## config.mk

```make
export PLATFORM = sky130hd
export DESIGN_NAME = triangle_primitive_assembler_unit_flat
export DESIGN_NICKNAME = d
export VERILOG_FILES = /design/src/design/tpa_pkg.sv /design/src/design/tpa_if.sv /design/src/design/triangle_primitive_assembler_unit.sv /design/src/design/tpa_front.sv /design/src/design/tpa_queue.sv /design/src/design/tpa_back.sv /design/src/flat_wrapper.sv
export SDC_FILE = /design/constraint.sdc
export NUM_CORES = 2
export LEC_CHECK = 0
export BUFFER_PORTS_ARGS = -buffer_cell sky130_fd_sc_hd__buf_2
export CAP_MARGIN = 15
export CORE_AREA = 2 2 422 424
export CTS_CLUSTER_DIAMETER = 50
export DETAILED_ROUTE_END_ITERATION = 8
export DIE_AREA = 0 0 424 426
export PLACE_DENSITY = 0.59
export SLEW_MARGIN = 30
export SYNTH_ARGS = -nofsm -noshare
export SYNTH_HDL_FRONTEND = slang
export SYNTH_HIERARCHICAL = 1
export SYNTH_SLANG_ARGS = --single-unit
```

## constraint.sdc

```tcl
create_clock -name clk_i -period 25.6 [get_ports clk_i]
set_clock_uncertainty 0.15 [all_clocks]
set_input_delay 3.84 -clock clk_i [delete_from_list [all_inputs] [get_ports clk_i]]
set_output_delay 3.84 -clock clk_i [all_outputs]
set_load 0.02 [all_outputs]
```

## src/design/tpa_pkg.sv

```systemverilog
`timescale 1ns / 1ps
// ----------------------------------------------------------------------------
// tpa_pkg
// Shared codes, widths and types of the triangle primitive assembler.
// ----------------------------------------------------------------------------
package tpa_pkg;

  localparam int unsigned CoordBitsDefault  = 32;
  localparam int unsigned CountBitsDefault  = 16;
  localparam int unsigned QueueDepthDefault = 4;

  // Width of the coordinate words on the channels.
  localparam int unsigned WordBits = 32;

  typedef enum logic [1:0] {
    OP_BEGIN    = 2'd0,
    OP_END      = 2'd1,
    OP_POSITION = 2'd2,
    OP_CLEAR    = 2'd3
  } op_e;

  localparam logic [7:0] PRIM_QUADS = 8'h80;
  localparam logic [7:0] PRIM_LIST  = 8'h90;
  localparam logic [7:0] PRIM_STRIP = 8'h98;
  localparam logic [7:0] PRIM_FAN   = 8'hA0;

  typedef struct packed {
    logic full;
    logic empty;
  } queue_status_t;

endpackage

```

## src/design/tpa_if.sv

```systemverilog
`timescale 1ns / 1ps
// ----------------------------------------------------------------------------
// tpa_cmd_if / tpa_tri_if
// Valid/ready channels for command words and for triangle words.
// ----------------------------------------------------------------------------
interface tpa_cmd_if;
  logic        valid;
  logic        ready;
  logic [1:0]  operation;
  logic [7:0]  primitive_req;
  logic [15:0] vtx_total;
  logic [31:0] coord_x;
  logic [31:0] coord_y;
  logic [31:0] coord_z;

  modport source (
    output valid, operation, primitive_req, vtx_total, coord_x, coord_y, coord_z,
    input  ready
  );
  modport sink (
    input  valid, operation, primitive_req, vtx_total, coord_x, coord_y, coord_z,
    output ready
  );
endinterface

interface tpa_tri_if;
  logic        valid;
  logic        ready;
  logic [31:0] a_x;
  logic [31:0] a_y;
  logic [31:0] a_z;
  logic [31:0] b_x;
  logic [31:0] b_y;
  logic [31:0] b_z;
  logic [31:0] c_x;
  logic [31:0] c_y;
  logic [31:0] c_z;
  logic        final_of_run;

  modport source (
    output valid, a_x, a_y, a_z, b_x, b_y, b_z, c_x, c_y, c_z, final_of_run,
    input  ready
  );
  modport sink (
    input  valid, a_x, a_y, a_z, b_x, b_y, b_z, c_x, c_y, c_z, final_of_run,
    output ready
  );
endinterface

```

## src/design/triangle_primitive_assembler_unit.sv

```systemverilog
`timescale 1ns / 1ps
// ----------------------------------------------------------------------------
// triangle_primitive_assembler_unit
// Assembles list, strip, fan and quad vertex streams into triangles.
// ----------------------------------------------------------------------------
//  Port   | Dir | Word
//  -------+-----+--------------------------------------------------------
//  cmd_i  | in  | operation, primitive code, vertex count, x/y/z words
//  tri_o  | out | three corners of x/y/z words, final_of_run flag
//
//  A command word is taken in every cycle while the job queue has room.
//  A triangle's job is registered in the job queue with its vertex; a quad
//  pair leaves the back end as two triangle words, buffered by the job queue.
//  Reset clears the draw state and empties the queue.
//  A stall at tri_o fills the queue and then holds cmd_i.ready low.
// ----------------------------------------------------------------------------
module triangle_primitive_assembler_unit #(
  parameter int unsigned COORD_BITS  = tpa_pkg::CoordBitsDefault,
  parameter int unsigned COUNT_BITS  = tpa_pkg::CountBitsDefault,
  parameter int unsigned QUEUE_DEPTH = tpa_pkg::QueueDepthDefault
) (
  input  logic      clk_i,
  input  logic      rst_ni,
  tpa_cmd_if.sink   cmd_i,
  tpa_tri_if.source tri_o
);
  import tpa_pkg::*;

  localparam int unsigned JobBits = 1 + 12 * COORD_BITS;

  logic               push;
  logic               pop;
  logic [JobBits-1:0] job_in;
  logic [JobBits-1:0] job_head;
  queue_status_t      q_status;

  tpa_front #(
    .COORD_BITS (COORD_BITS),
    .COUNT_BITS (COUNT_BITS),
    .JOB_BITS   (JobBits)
  ) u_front (
    .clk_i      (clk_i),
    .rst_ni     (rst_ni),
    .cmd_i      (cmd_i),
    .q_status_i (q_status),
    .push_o     (push),
    .job_o      (job_in)
  );

  tpa_queue #(
    .WIDTH (JobBits),
    .DEPTH (QUEUE_DEPTH)
  ) u_queue (
    .clk_i    (clk_i),
    .rst_ni   (rst_ni),
    .push_i   (push),
    .data_i   (job_in),
    .pop_i    (pop),
    .data_o   (job_head),
    .status_o (q_status)
  );

  tpa_back #(
    .COORD_BITS (COORD_BITS),
    .JOB_BITS   (JobBits)
  ) u_back (
    .clk_i      (clk_i),
    .rst_ni     (rst_ni),
    .job_i      (job_head),
    .q_status_i (q_status),
    .pop_o      (pop),
    .tri_o      (tri_o)
  );

endmodule

```

## src/design/tpa_front.sv

```systemverilog
`timescale 1ns / 1ps
// ----------------------------------------------------------------------------
// tpa_front
// Takes command words, keeps the draw state and the recent vertices, and
// pushes one job per emitting position into the triangle queue.
// ----------------------------------------------------------------------------
module tpa_front #(
  parameter int unsigned COORD_BITS = tpa_pkg::CoordBitsDefault,
  parameter int unsigned COUNT_BITS = tpa_pkg::CountBitsDefault,
  parameter int unsigned JOB_BITS   = 1 + 12 * COORD_BITS
) (
  input  logic                        clk_i,
  input  logic                        rst_ni,
  tpa_cmd_if.sink                     cmd_i,
  input  tpa_pkg::queue_status_t      q_status_i,
  output logic                        push_o,
  output logic [JOB_BITS-1:0]         job_o
);
  import tpa_pkg::*;

  typedef struct packed {
    logic [COORD_BITS-1:0] x;
    logic [COORD_BITS-1:0] y;
    logic [COORD_BITS-1:0] z;
  } vertex_t;

  typedef struct packed {
    logic    pair;
    vertex_t v0;
    vertex_t v1;
    vertex_t v2;
    vertex_t v3;
  } job_t;

  logic                  active_q, active_d;
  logic [7:0]            kind_q, kind_d;
  logic [COUNT_BITS-1:0] expected_q, expected_d;
  logic [COUNT_BITS-1:0] accepted_q, accepted_d;
  logic [1:0]            mod3_q, mod3_d;
  vertex_t               origin_q, p1_q, p2_q, p3_q;

  logic                  accept;
  logic                  take_vertex;
  logic [COUNT_BITS-1:0] n_next;
  logic [1:0]            mod3_next;
  vertex_t               cur;
  job_t                  job;
  logic                  emit;
  op_e                   op;

  assign cmd_i.ready = ~q_status_i.full;
  assign accept      = cmd_i.valid & cmd_i.ready;
  assign op          = op_e'(cmd_i.operation);

  assign cur.x = COORD_BITS'(cmd_i.coord_x);
  assign cur.y = COORD_BITS'(cmd_i.coord_y);
  assign cur.z = COORD_BITS'(cmd_i.coord_z);

  assign take_vertex = accept && (op == OP_POSITION) && active_q && (accepted_q < expected_q);
  assign n_next      = accepted_q + COUNT_BITS'(1);
  assign mod3_next   = (mod3_q == 2'd2) ? 2'd0 : mod3_q + 2'd1;

  // The vertex count starts at one for the first vertex of a draw, so the
  // parity of the new count picks the winding of a strip triangle.
  always_comb begin
    emit    = 1'b0;
    job     = '0;
    job.v3  = cur;
    case (kind_q)
      PRIM_LIST: begin
        emit   = (mod3_next == 2'd0);
        job.v0 = p2_q;
        job.v1 = p1_q;
        job.v2 = cur;
      end
      PRIM_STRIP: begin
        emit   = (n_next >= COUNT_BITS'(3));
        job.v0 = n_next[0] ? p2_q : p1_q;
        job.v1 = n_next[0] ? p1_q : p2_q;
        job.v2 = cur;
      end
      PRIM_FAN: begin
        emit   = (n_next >= COUNT_BITS'(3));
        job.v0 = origin_q;
        job.v1 = p1_q;
        job.v2 = cur;
      end
      PRIM_QUADS: begin
        emit     = (n_next[1:0] == 2'd0);
        job.pair = 1'b1;
        job.v0   = p3_q;
        job.v1   = p2_q;
        job.v2   = p1_q;
      end
      default: begin
        emit = 1'b0;
      end
    endcase
  end

  assign push_o = take_vertex & emit;
  assign job_o  = job;

  always_comb begin
    active_d   = active_q;
    kind_d     = kind_q;
    expected_d = expected_q;
    accepted_d = accepted_q;
    mod3_d     = mod3_q;
    if (accept) begin
      unique case (op)
        OP_BEGIN: begin
          kind_d     = cmd_i.primitive_req;
          expected_d = COUNT_BITS'(cmd_i.vtx_total);
          active_d   = (COUNT_BITS'(cmd_i.vtx_total) != '0);
          accepted_d = '0;
          mod3_d     = 2'd0;
        end
        OP_END: begin
          active_d = 1'b0;
        end
        OP_CLEAR: begin
          active_d   = 1'b0;
          kind_d     = '0;
          expected_d = '0;
          accepted_d = '0;
          mod3_d     = 2'd0;
        end
        OP_POSITION: begin
          if (take_vertex) begin
            accepted_d = n_next;
            mod3_d     = mod3_next;
          end
        end
        default: begin
          active_d = active_q;
        end
      endcase
    end
  end

  always_ff @(posedge clk_i or negedge rst_ni) begin
    if (!rst_ni) begin
      active_q   <= 1'b0;
      kind_q     <= '0;
      expected_q <= '0;
      accepted_q <= '0;
      mod3_q     <= 2'd0;
    end else begin
      active_q   <= active_d;
      kind_q     <= kind_d;
      expected_q <= expected_d;
      accepted_q <= accepted_d;
      mod3_q     <= mod3_d;
    end
  end

  always_ff @(posedge clk_i) begin
    if (take_vertex) begin
      p3_q <= p2_q;
      p2_q <= p1_q;
      p1_q <= cur;
      if (accepted_q == '0) begin
        origin_q <= cur;
      end
    end
  end

endmodule

```

## src/design/tpa_queue.sv

```systemverilog
`timescale 1ns / 1ps
// ----------------------------------------------------------------------------
// tpa_queue
// Short first-in first-out queue of triangle jobs between front and back.
// ----------------------------------------------------------------------------
module tpa_queue #(
  parameter int unsigned WIDTH = 1,
  parameter int unsigned DEPTH = tpa_pkg::QueueDepthDefault
) (
  input  logic                   clk_i,
  input  logic                   rst_ni,
  input  logic                   push_i,
  input  logic [WIDTH-1:0]       data_i,
  input  logic                   pop_i,
  output logic [WIDTH-1:0]       data_o,
  output tpa_pkg::queue_status_t status_o
);
  import tpa_pkg::*;

  localparam int unsigned PtrBits = (DEPTH > 1) ? $clog2(DEPTH) : 1;
  localparam int unsigned CntBits = $clog2(DEPTH + 1);

  logic [WIDTH-1:0]   entry_q [DEPTH];
  logic [PtrBits-1:0] wr_ptr_q, wr_ptr_d;
  logic [PtrBits-1:0] rd_ptr_q, rd_ptr_d;
  logic [CntBits-1:0] count_q, count_d;
  logic               do_push;
  logic               do_pop;

  assign status_o.full  = (count_q == CntBits'(DEPTH));
  assign status_o.empty = (count_q == '0);
  assign do_push        = push_i & ~status_o.full;
  assign do_pop         = pop_i & ~status_o.empty;
  assign data_o         = entry_q[rd_ptr_q];

  always_comb begin
    wr_ptr_d = wr_ptr_q;
    rd_ptr_d = rd_ptr_q;
    count_d  = count_q;
    if (do_push) begin
      wr_ptr_d = (wr_ptr_q == PtrBits'(DEPTH - 1)) ? '0 : wr_ptr_q + PtrBits'(1);
    end
    if (do_pop) begin
      rd_ptr_d = (rd_ptr_q == PtrBits'(DEPTH - 1)) ? '0 : rd_ptr_q + PtrBits'(1);
    end
    if (do_push && !do_pop) begin
      count_d = count_q + CntBits'(1);
    end else if (do_pop && !do_push) begin
      count_d = count_q - CntBits'(1);
    end
  end

  always_ff @(posedge clk_i or negedge rst_ni) begin
    if (!rst_ni) begin
      wr_ptr_q <= '0;
      rd_ptr_q <= '0;
      count_q  <= '0;
    end else begin
      wr_ptr_q <= wr_ptr_d;
      rd_ptr_q <= rd_ptr_d;
      count_q  <= count_d;
    end
  end

  always_ff @(posedge clk_i) begin
    if (do_push) begin
      entry_q[wr_ptr_q] <= data_i;
    end
  end

endmodule

```

## src/design/tpa_back.sv

```systemverilog
`timescale 1ns / 1ps
// ----------------------------------------------------------------------------
// tpa_back
// Turns the job at the head of the queue into one or two triangle words.
// ----------------------------------------------------------------------------
module tpa_back #(
  parameter int unsigned COORD_BITS = tpa_pkg::CoordBitsDefault,
  parameter int unsigned JOB_BITS   = 1 + 12 * COORD_BITS
) (
  input  logic                   clk_i,
  input  logic                   rst_ni,
  input  logic [JOB_BITS-1:0]    job_i,
  input  tpa_pkg::queue_status_t q_status_i,
  output logic                   pop_o,
  tpa_tri_if.source              tri_o
);
  import tpa_pkg::*;

  typedef struct packed {
    logic [COORD_BITS-1:0] x;
    logic [COORD_BITS-1:0] y;
    logic [COORD_BITS-1:0] z;
  } vertex_t;

  typedef struct packed {
    logic    pair;
    vertex_t v0;
    vertex_t v1;
    vertex_t v2;
    vertex_t v3;
  } job_t;

  job_t    job;
  vertex_t corner_b;
  vertex_t corner_c;
  logic    second_q, second_d;
  logic    handshake;

  assign job       = job_t'(job_i);
  assign handshake = tri_o.valid & tri_o.ready;

  // The second triangle of a quad keeps the first corner and moves on by one.
  assign corner_b = second_q ? job.v2 : job.v1;
  assign corner_c = second_q ? job.v3 : job.v2;

  assign tri_o.valid        = ~q_status_i.empty;
  assign tri_o.a_x          = WordBits'(job.v0.x);
  assign tri_o.a_y          = WordBits'(job.v0.y);
  assign tri_o.a_z          = WordBits'(job.v0.z);
  assign tri_o.b_x          = WordBits'(corner_b.x);
  assign tri_o.b_y          = WordBits'(corner_b.y);
  assign tri_o.b_z          = WordBits'(corner_b.z);
  assign tri_o.c_x          = WordBits'(corner_c.x);
  assign tri_o.c_y          = WordBits'(corner_c.y);
  assign tri_o.c_z          = WordBits'(corner_c.z);
  assign tri_o.final_of_run = ~job.pair | second_q;

  assign pop_o = handshake & (~job.pair | second_q);

  always_comb begin
    second_d = second_q;
    if (handshake) begin
      second_d = job.pair & ~second_q;
    end
  end

  always_ff @(posedge clk_i or negedge rst_ni) begin
    if (!rst_ni) begin
      second_q <= 1'b0;
    end else begin
      second_q <= second_d;
    end
  end

endmodule

```

## src/flat_wrapper.sv

```systemverilog
// flat-port wrapper written by rule: the top's interface ports become plain ports
module triangle_primitive_assembler_unit_flat import tpa_pkg::*;
#(
  parameter int unsigned COORD_BITS  = tpa_pkg::CoordBitsDefault,
  parameter int unsigned COUNT_BITS  = tpa_pkg::CountBitsDefault,
  parameter int unsigned QUEUE_DEPTH = tpa_pkg::QueueDepthDefault
)
  (clk_i, rst_ni, cmd_i_valid, cmd_i_operation, cmd_i_primitive_req, cmd_i_vtx_total, cmd_i_coord_x, cmd_i_coord_y, cmd_i_coord_z, cmd_i_ready, tri_o_valid, tri_o_a_x, tri_o_a_y, tri_o_a_z, tri_o_b_x, tri_o_b_y, tri_o_b_z, tri_o_c_x, tri_o_c_y, tri_o_c_z, tri_o_final_of_run, tri_o_ready);
  tpa_cmd_if cmd_i_i ();
  tpa_tri_if tri_o_i ();
  input  logic clk_i;
  input  logic rst_ni;
  input wire logic [$bits(cmd_i_i.valid)-1:0] cmd_i_valid;
  input wire logic [$bits(cmd_i_i.operation)-1:0] cmd_i_operation;
  input wire logic [$bits(cmd_i_i.primitive_req)-1:0] cmd_i_primitive_req;
  input wire logic [$bits(cmd_i_i.vtx_total)-1:0] cmd_i_vtx_total;
  input wire logic [$bits(cmd_i_i.coord_x)-1:0] cmd_i_coord_x;
  input wire logic [$bits(cmd_i_i.coord_y)-1:0] cmd_i_coord_y;
  input wire logic [$bits(cmd_i_i.coord_z)-1:0] cmd_i_coord_z;
  output wire logic [$bits(cmd_i_i.ready)-1:0] cmd_i_ready;
  output wire logic [$bits(tri_o_i.valid)-1:0] tri_o_valid;
  output wire logic [$bits(tri_o_i.a_x)-1:0] tri_o_a_x;
  output wire logic [$bits(tri_o_i.a_y)-1:0] tri_o_a_y;
  output wire logic [$bits(tri_o_i.a_z)-1:0] tri_o_a_z;
  output wire logic [$bits(tri_o_i.b_x)-1:0] tri_o_b_x;
  output wire logic [$bits(tri_o_i.b_y)-1:0] tri_o_b_y;
  output wire logic [$bits(tri_o_i.b_z)-1:0] tri_o_b_z;
  output wire logic [$bits(tri_o_i.c_x)-1:0] tri_o_c_x;
  output wire logic [$bits(tri_o_i.c_y)-1:0] tri_o_c_y;
  output wire logic [$bits(tri_o_i.c_z)-1:0] tri_o_c_z;
  output wire logic [$bits(tri_o_i.final_of_run)-1:0] tri_o_final_of_run;
  input wire logic [$bits(tri_o_i.ready)-1:0] tri_o_ready;
  assign cmd_i_i.valid = cmd_i_valid;
  assign cmd_i_i.operation = cmd_i_operation;
  assign cmd_i_i.primitive_req = cmd_i_primitive_req;
  assign cmd_i_i.vtx_total = cmd_i_vtx_total;
  assign cmd_i_i.coord_x = cmd_i_coord_x;
  assign cmd_i_i.coord_y = cmd_i_coord_y;
  assign cmd_i_i.coord_z = cmd_i_coord_z;
  assign cmd_i_ready = cmd_i_i.ready;
  assign tri_o_valid = tri_o_i.valid;
  assign tri_o_a_x = tri_o_i.a_x;
  assign tri_o_a_y = tri_o_i.a_y;
  assign tri_o_a_z = tri_o_i.a_z;
  assign tri_o_b_x = tri_o_i.b_x;
  assign tri_o_b_y = tri_o_i.b_y;
  assign tri_o_b_z = tri_o_i.b_z;
  assign tri_o_c_x = tri_o_i.c_x;
  assign tri_o_c_y = tri_o_i.c_y;
  assign tri_o_c_z = tri_o_i.c_z;
  assign tri_o_final_of_run = tri_o_i.final_of_run;
  assign tri_o_i.ready = tri_o_ready;
  triangle_primitive_assembler_unit #(.COORD_BITS(COORD_BITS), .COUNT_BITS(COUNT_BITS), .QUEUE_DEPTH(QUEUE_DEPTH)) u_core (.clk_i(clk_i), .rst_ni(rst_ni), .cmd_i(cmd_i_i), .tri_o(tri_o_i));
endmodule
```

Yosys cells after proc, flatten, opt, wreduce, memory -nomap -nowiden

Memory sizes are Yosys's and may differ from the RTL's.
Index checks and enable logic that the tools add are counted.

Add/sub/neg operators: 6
Multiply operators: 0
Div/mod/pow operators: 0
$lt $le $gt $ge: 2
Equal/unequal tests: 12
Shifts and indexed selects: 0
Multiplexer cells: 21
Bitwise logic cells: 12
Reductions and logical operators: 24

Operator list:

| cell                                                                    | count |
|---|---|
| 288-bit one-hot mux with 4 select lines                                 | 1 |
| 96-bit two-way mux                                                      | 4 |
| 16-bit one-hot mux with 2 select lines                                  | 2 |
| 8-bit == test (second input constant)                                   | 4 |
| 16-bit by 1-bit adder with 16-bit output (second input constant)        | 1 |
| 16-bit by 2-bit >= comparator with 1-bit output (second input constant) | 1 |
| 16-bit logical NOT                                                      | 1 |
| 16-bit < comparator                                                     | 1 |
| 16-bit two-way mux                                                      | 1 |
| 8-bit one-hot mux with 2 select lines                                   | 1 |
| 16-bit nonzero test                                                     | 1 |
| 2-bit == test (second input constant)                                   | 5 |
| 2-bit two-way mux                                                       | 4 |
| 2-bit nonzero test                                                      | 4 |
| 1-bit AND                                                               | 7 |
| 2-bit by 1-bit adder with 2-bit output (second input constant)          | 3 |
| 2-bit logical NOT                                                       | 3 |
| 3-bit two-way mux                                                       | 2 |
| 2-bit AND reduction                                                     | 3 |
| 2-bit OR reduction                                                      | 3 |
| 1-bit logical AND                                                       | 5 |
| 1-bit NOT                                                               | 4 |
| 2-bit one-hot mux with 2 select lines                                   | 1 |
| 3-bit by 1-bit adder with 3-bit output (second input constant)          | 1 |
| other kinds (11)                                                        | 14 |

Register bits: 435
Bits in latches: 0
RAM bits: 1540
Bits in read-only memories: 0
Input port bits: 126
Output and inout bits: 291
Word-level logic and storage cells: 99
Memories kept: 1

Memory list:

| memory                 | depth | width | read ports | clocked after memory_dff | wr ports | line            | RTL |
|---|---|---|---|---|---|---|---|
| u_core.u_queue.entry_q | 4     | 385   | 1          | 0                        | 1        | tpa_queue.sv:23 | `logic [WIDTH-1:0] entry_q [DEPTH];` |

Logic depth before layout (Yosys ltp)

Word-level depth: 12
Depth in mapped cells: 16
Depth with buffers taken out: 14

Hierarchy

The synthesis kept the hierarchy.

By module, submodules not included:

| module    | instances | cells each | area an instance (µm²) | seq. area each (µm²) |
|---|---|---|---|---|
| tpa_queue | 1         | 2048       | 56005.0                | 46419.5 |
| tpa_front | 1         | 1405       | 18969.4                | 12607.1 |
| tpa_back  | 1         | 317        | 3773.6                 | 25.0 |

Worst setup path before layout

Ideal clock, no wire load.

Kind: input to register
Start point: input port cmd_i_operation[0]
End point: memory u_core/u_queue/entry_q[3][0] (netlist name) (enable)
Library setup time: 1.139 ns
Arrival time: 21.194 ns
Required time: 24.311 ns
Setup slack: 3.117 ns
Stages: 11
Buffers on the path: 3
Cells stage by stage: inv_1 ha_1 clkbuf_1 nand3_1 nor3_1 nand3_1 clkbuf_1 clkbuf_1 a311oi_1 nand2_1 nor2_1

Cells in the longest elaborated chain, start to end: 8

Ends and longest elaborated chain:

| element                                 | line                                    | RTL |
|---|---|---|
| start, declared                         | flat_wrapper.sv:14                      | `input wire logic [$bits(cmd_i_i.operation)-1:0] cmd_i_operation;` |
| 2-bit == test                           | tpa_front.sv:59                         | `assign take_vertex = accept && (op == OP_POSITION) && active_q && (accepted_q < expected_q);` |
| 1-bit logical AND (3 in a row)          | tpa_front.sv:59                         |  |
| 1-bit AND                               | tpa_front.sv:101                        | `assign push_o = take_vertex & emit;` |
| named net u_core.push                   | triangle_primitive_assembler_unit.sv:31 | `logic push;` |
| 1-bit AND                               | tpa_queue.sv:32                         | `assign do_push = push_i & ~status_o.full;` |
| 1-bit two-way mux                       | tpa_queue.sv:66                         | `if (do_push) begin` |
| 1-bit two-way mux (not written as such) | tpa_queue.sv:67                         | `entry_q[wr_ptr_q] <= data_i;` |
| end, declared                           | tpa_queue.sv:23                         |  |

The timed path passes the listed nets, and every way through them passes these cells.

Worst setup path after layout

Start point: register u_core.u_queue.rd_ptr_q[0]
End point: output port tri_o_b_x[20]

Cells in the longest elaborated chain, start to end: 2

Ends and longest elaborated chain:

| element                        | line                                    | RTL |
|---|---|---|
| start, declared                | tpa_queue.sv:25                         | `logic [PtrBits-1:0] rd_ptr_q, rd_ptr_d;` |
| start signal, assigned         | tpa_queue.sv:60                         | `rd_ptr_q <= rd_ptr_d;` |
| memory 4 x 385 bit             | -                                       |  |
| named net u_core.job_head[180] | triangle_primitive_assembler_unit.sv:34 | `logic [JobBits-1:0] job_head;` |
| 96-bit two-way mux             | tpa_back.sv:43                          | `assign corner_b = second_q ? job.v2 : job.v1;` |
| end, declared                  | flat_wrapper.sv:25                      | `output wire logic [$bits(tri_o_i.b_x)-1:0] tri_o_b_x;` |

The timed path passes the listed nets, and every way through them passes these cells.

==> summary.txt <==
largest net degree at the start of global routing: 138
hpwl dp: 99080 um
minimum clock period: 9.097 ns
post-synth top area share: 73.37%
Via density: 5.663
DRT iter0 DRCs: 3257
r2r endpoint: u_core/u_queue/entry_q[0][53]
Layout Cells excl Fill: 6581
PD cells: 82.73 nW/um2
total gr overflow: 0
via count: 37270
WHS Endpoint: u_core/u_front/p3_q[84]
CP Capture Type: output pin
total CTS buffers: 210
CTS Sinks: 1975
critical path launch point type: flop
syn nets: 3925
NumNets Final: 4212
area fraction in compound gates after synthesis: 3.931%
DP Cell Count: 6182
layout cell share with drive strength beyond 1: 32.63%
Slew Viols, Final: 0
final routed DRC violation total: 0
RSZ-0062 raised after global routing: false
Initial Utilization: 44.81%
r2r setup slk: 19.48 ns
R2R cell count: 11
ys async rst share: 2.582%
max_cap viols: 0
PortBufs: 416
kind of critical path: reg -> out
Mapped Area: 78750 um2
Post-CTS Setup Inserts: 0
final setup violation count: 0
WL final: 177200 um
worst hold path class: reg -> reg
Avg Cell Area, Syn: 20.89 um2
multi-input gate area in the final layout: 16790 um2
First-pass DRT Iterations: 9
Final Hold Vio Count: 0
vias in the first global route: 38380
RD Place Congestion: 0.7477
Seq/Total Area, Yosys: 74.99%
WP data required: 21.61 ns
core area: 175700 um2
leading area contributor after synthesis: edfxtp_1
Critical R2R Launch: u_core/u_front/accepted_q[0]
clock root buffer: clkbuf_16
number of synthesized flops with an enable pin: 1924
Setup TNS: 0 ns
Max-slew headroom: 27.91%
fillers: 14130
XOR/XNOR share of the synthesized area: 0.06673%
post-synthesis adder-cell area fraction: 0.4703%
initial antenna violation count: 15
Tightest Pin Transition: 1.081 ns
Worst Path Max Fanout: 45
die height: 426 um
largest family of logic cells by synthesized area: multiplexers
Max IR drop VDD: 0.00006416 V
largest cells by area after synthesis: edfxtp_1 (73%), mux4_2 (11%), mux2_4 (3.0%), a22o_1 (2.1%), buf_4 (1.8%)
Synth warnings: 6
Die Wd: 424 um
commonest non-fill, non-tap cell in the layout: edfxtp_1
Clock transition at path regs: 0.06 ns
Syn-to-layout area delta: 12.28%
Clock Tree Buf Depth: 3
worst hold path depth: 0
crit path DAT: 5.11 ns
commonest non-fill, non-tap cells in the layout: edfxtp_1 (1924), buf_2 (416), mux4_2 (385), nand2_1 (234), clkbuf_16 (211)
Cells after Synth: 3770
first-pass GRT wire length: 259700 um
WL per Instance: 26.92 um
Overall Global Routing Usage: 19.41%
Hold Crit Start: u_core/u_front/p2_q[84]
post-route ant nets: 0
post-synth cell types: 63
Ports: 417
share of the clock period used by the worst path: 35.54%
Site Rows: 154
H-tree levels: 4
outcome: finished clean
Worst-Skew Late Latency: 0.85 ns
main flop type after synthesis: edfxtp_1
Peak Freq: 109.9 MHz
post-synthesis register bit count: 1975
Leak: 29.65 nW
PostCTS Resize Cnt: 0
die footprint: 180600 um2
post-synthesis mux area share: 14.64%
# hold bufs at CTS: 0
Sequential Area: 59060 um2
CTS tree: done
Post-Synth Simple-Gate Area: 2.153%
## per-stage QoR
| step | util, % | hold WS [ns] | worst slack (ns) | power [mW] | area [um2] |
|---|---|---|---|---|---|
| 2_1_floorplan | - | 0.2913 | 3.117 | 4.264 | 78750 |
| 3_3_place_gp | 46.42 | 0.3053 | 15.99 | 4.483 | 81570 |
| 3_5_place_dp | 46.49 | 0.3152 | 16.01 | 4.493 | 81700 |
| 4_1_cts | 50.26 | 0.3271 | 15.88 | 7.401 | 88310 |
| 5_1_grt | 50.31 | 0.3376 | 15.98 | 7.555 | 88410 |
| 6_report | 50.32 | 0.3258 | 16.50 | 7.315 | 88420 |
## logic make-up after synthesis
logic type | Yosys count
XOR/XNOR | 6
multiplexers | 586
AO/OA/AOI/OAI | 360
buffers and inverters | 442
flip-flops | 1975
AND/OR/NAND/NOR | 372
adder cells (fa/ha/maj) | 29
## state kept, by name, summed over array words and instances (netlist names)
name and cells:
u_core/u_front/origin_q 96, u_core/u_front/mod3_q 2, u_core/u_front/p3_q 96, u_core/u_queue/wr_ptr_q 2
u_core/u_front/p1_q 96, u_core/u_front/accepted_q 16, u_core/u_front/expected_q 16, u_core/u_queue/rd_ptr_q 2
u_core/u_queue/count_q 3, u_core/u_back/second_q 1, u_core/u_queue/entry_q 1540, u_core/u_front/p2_q 96
u_core/u_front/active_q 1, u_core/u_front/kind_q 8
## how the worst max path moves through the flow
stage	cells past startpoint	to	slack, ns	startpoint
4_1_cts	7	tri_o_b_x[20]	15.88	u_core/u_queue/rd_ptr_q[0]
3_3_place_gp	13	u_core/u_queue/entry_q[0][50]	15.99	cmd_i_operation[0]
6_report	7	tri_o_b_x[20]	16.50	u_core/u_queue/rd_ptr_q[0]
5_1_grt	7	tri_o_b_x[20]	15.98	u_core/u_queue/rd_ptr_q[0]
3_5_place_dp	13	u_core/u_queue/entry_q[0][53]	16.01	cmd_i_operation[0]
2_1_floorplan	11	u_core/u_queue/entry_q[3][0]	3.12	cmd_i_operation[0]
## metal layers
layer,routed length [um],GRT usage (%),vias to the layer above
li1,-,-,16040
met1,74080,25.84,19900
met2,90420,33.09,1058
met3,8106,2.869,260
met4,4549,5.943,4
met5,30,0,-
## synth_stat cells, types with 5 or more instances
cell,number
nand2_1,234
ha_1,28
nand4_1,6
nand3_1,36
nor3_1,7
edfxtp_1,1924
nor4_1,10
clkbuf_1,67
or3_1,10
nand2b_1,26
or4_1,5
buf_2,83
mux4_2,385
buf_4,193
a222oi_1,96
o21ai_0,36
inv_1,32
nor2_1,14
buf_6,61
dfrtp_1,51
o211ai_1,10
mux2_4,159
a22o_1,193
a21oi_1,5
mux2_2,38
## cell type report
class	instances	share of cell area, %
clock buffer	256	6.163
inverter	33	0.1486
timing repair buffer	484	3.270
multi-input combinational	1353	18.98
tap	2340	3.311
clock inverter	137	1.316
antenna	3	0.008490
sequential	1975	66.80
## worst max-delay path: stages, from the launching register on
cell and delay [ns]:
dfrtp_4 0.76, buf_12 0.30, buf_6 0.57, buf_4 0.78, buf_4 0.71, mux4_2 0.64, mux2_4 0.29, buf_2 0.18
## power by group
part           internal [mW]  switching (mW)
clock network           1.65            1.25
registers               3.59          0.0269
logic                  0.321           0.476
(Power assumes the default switching activity.)
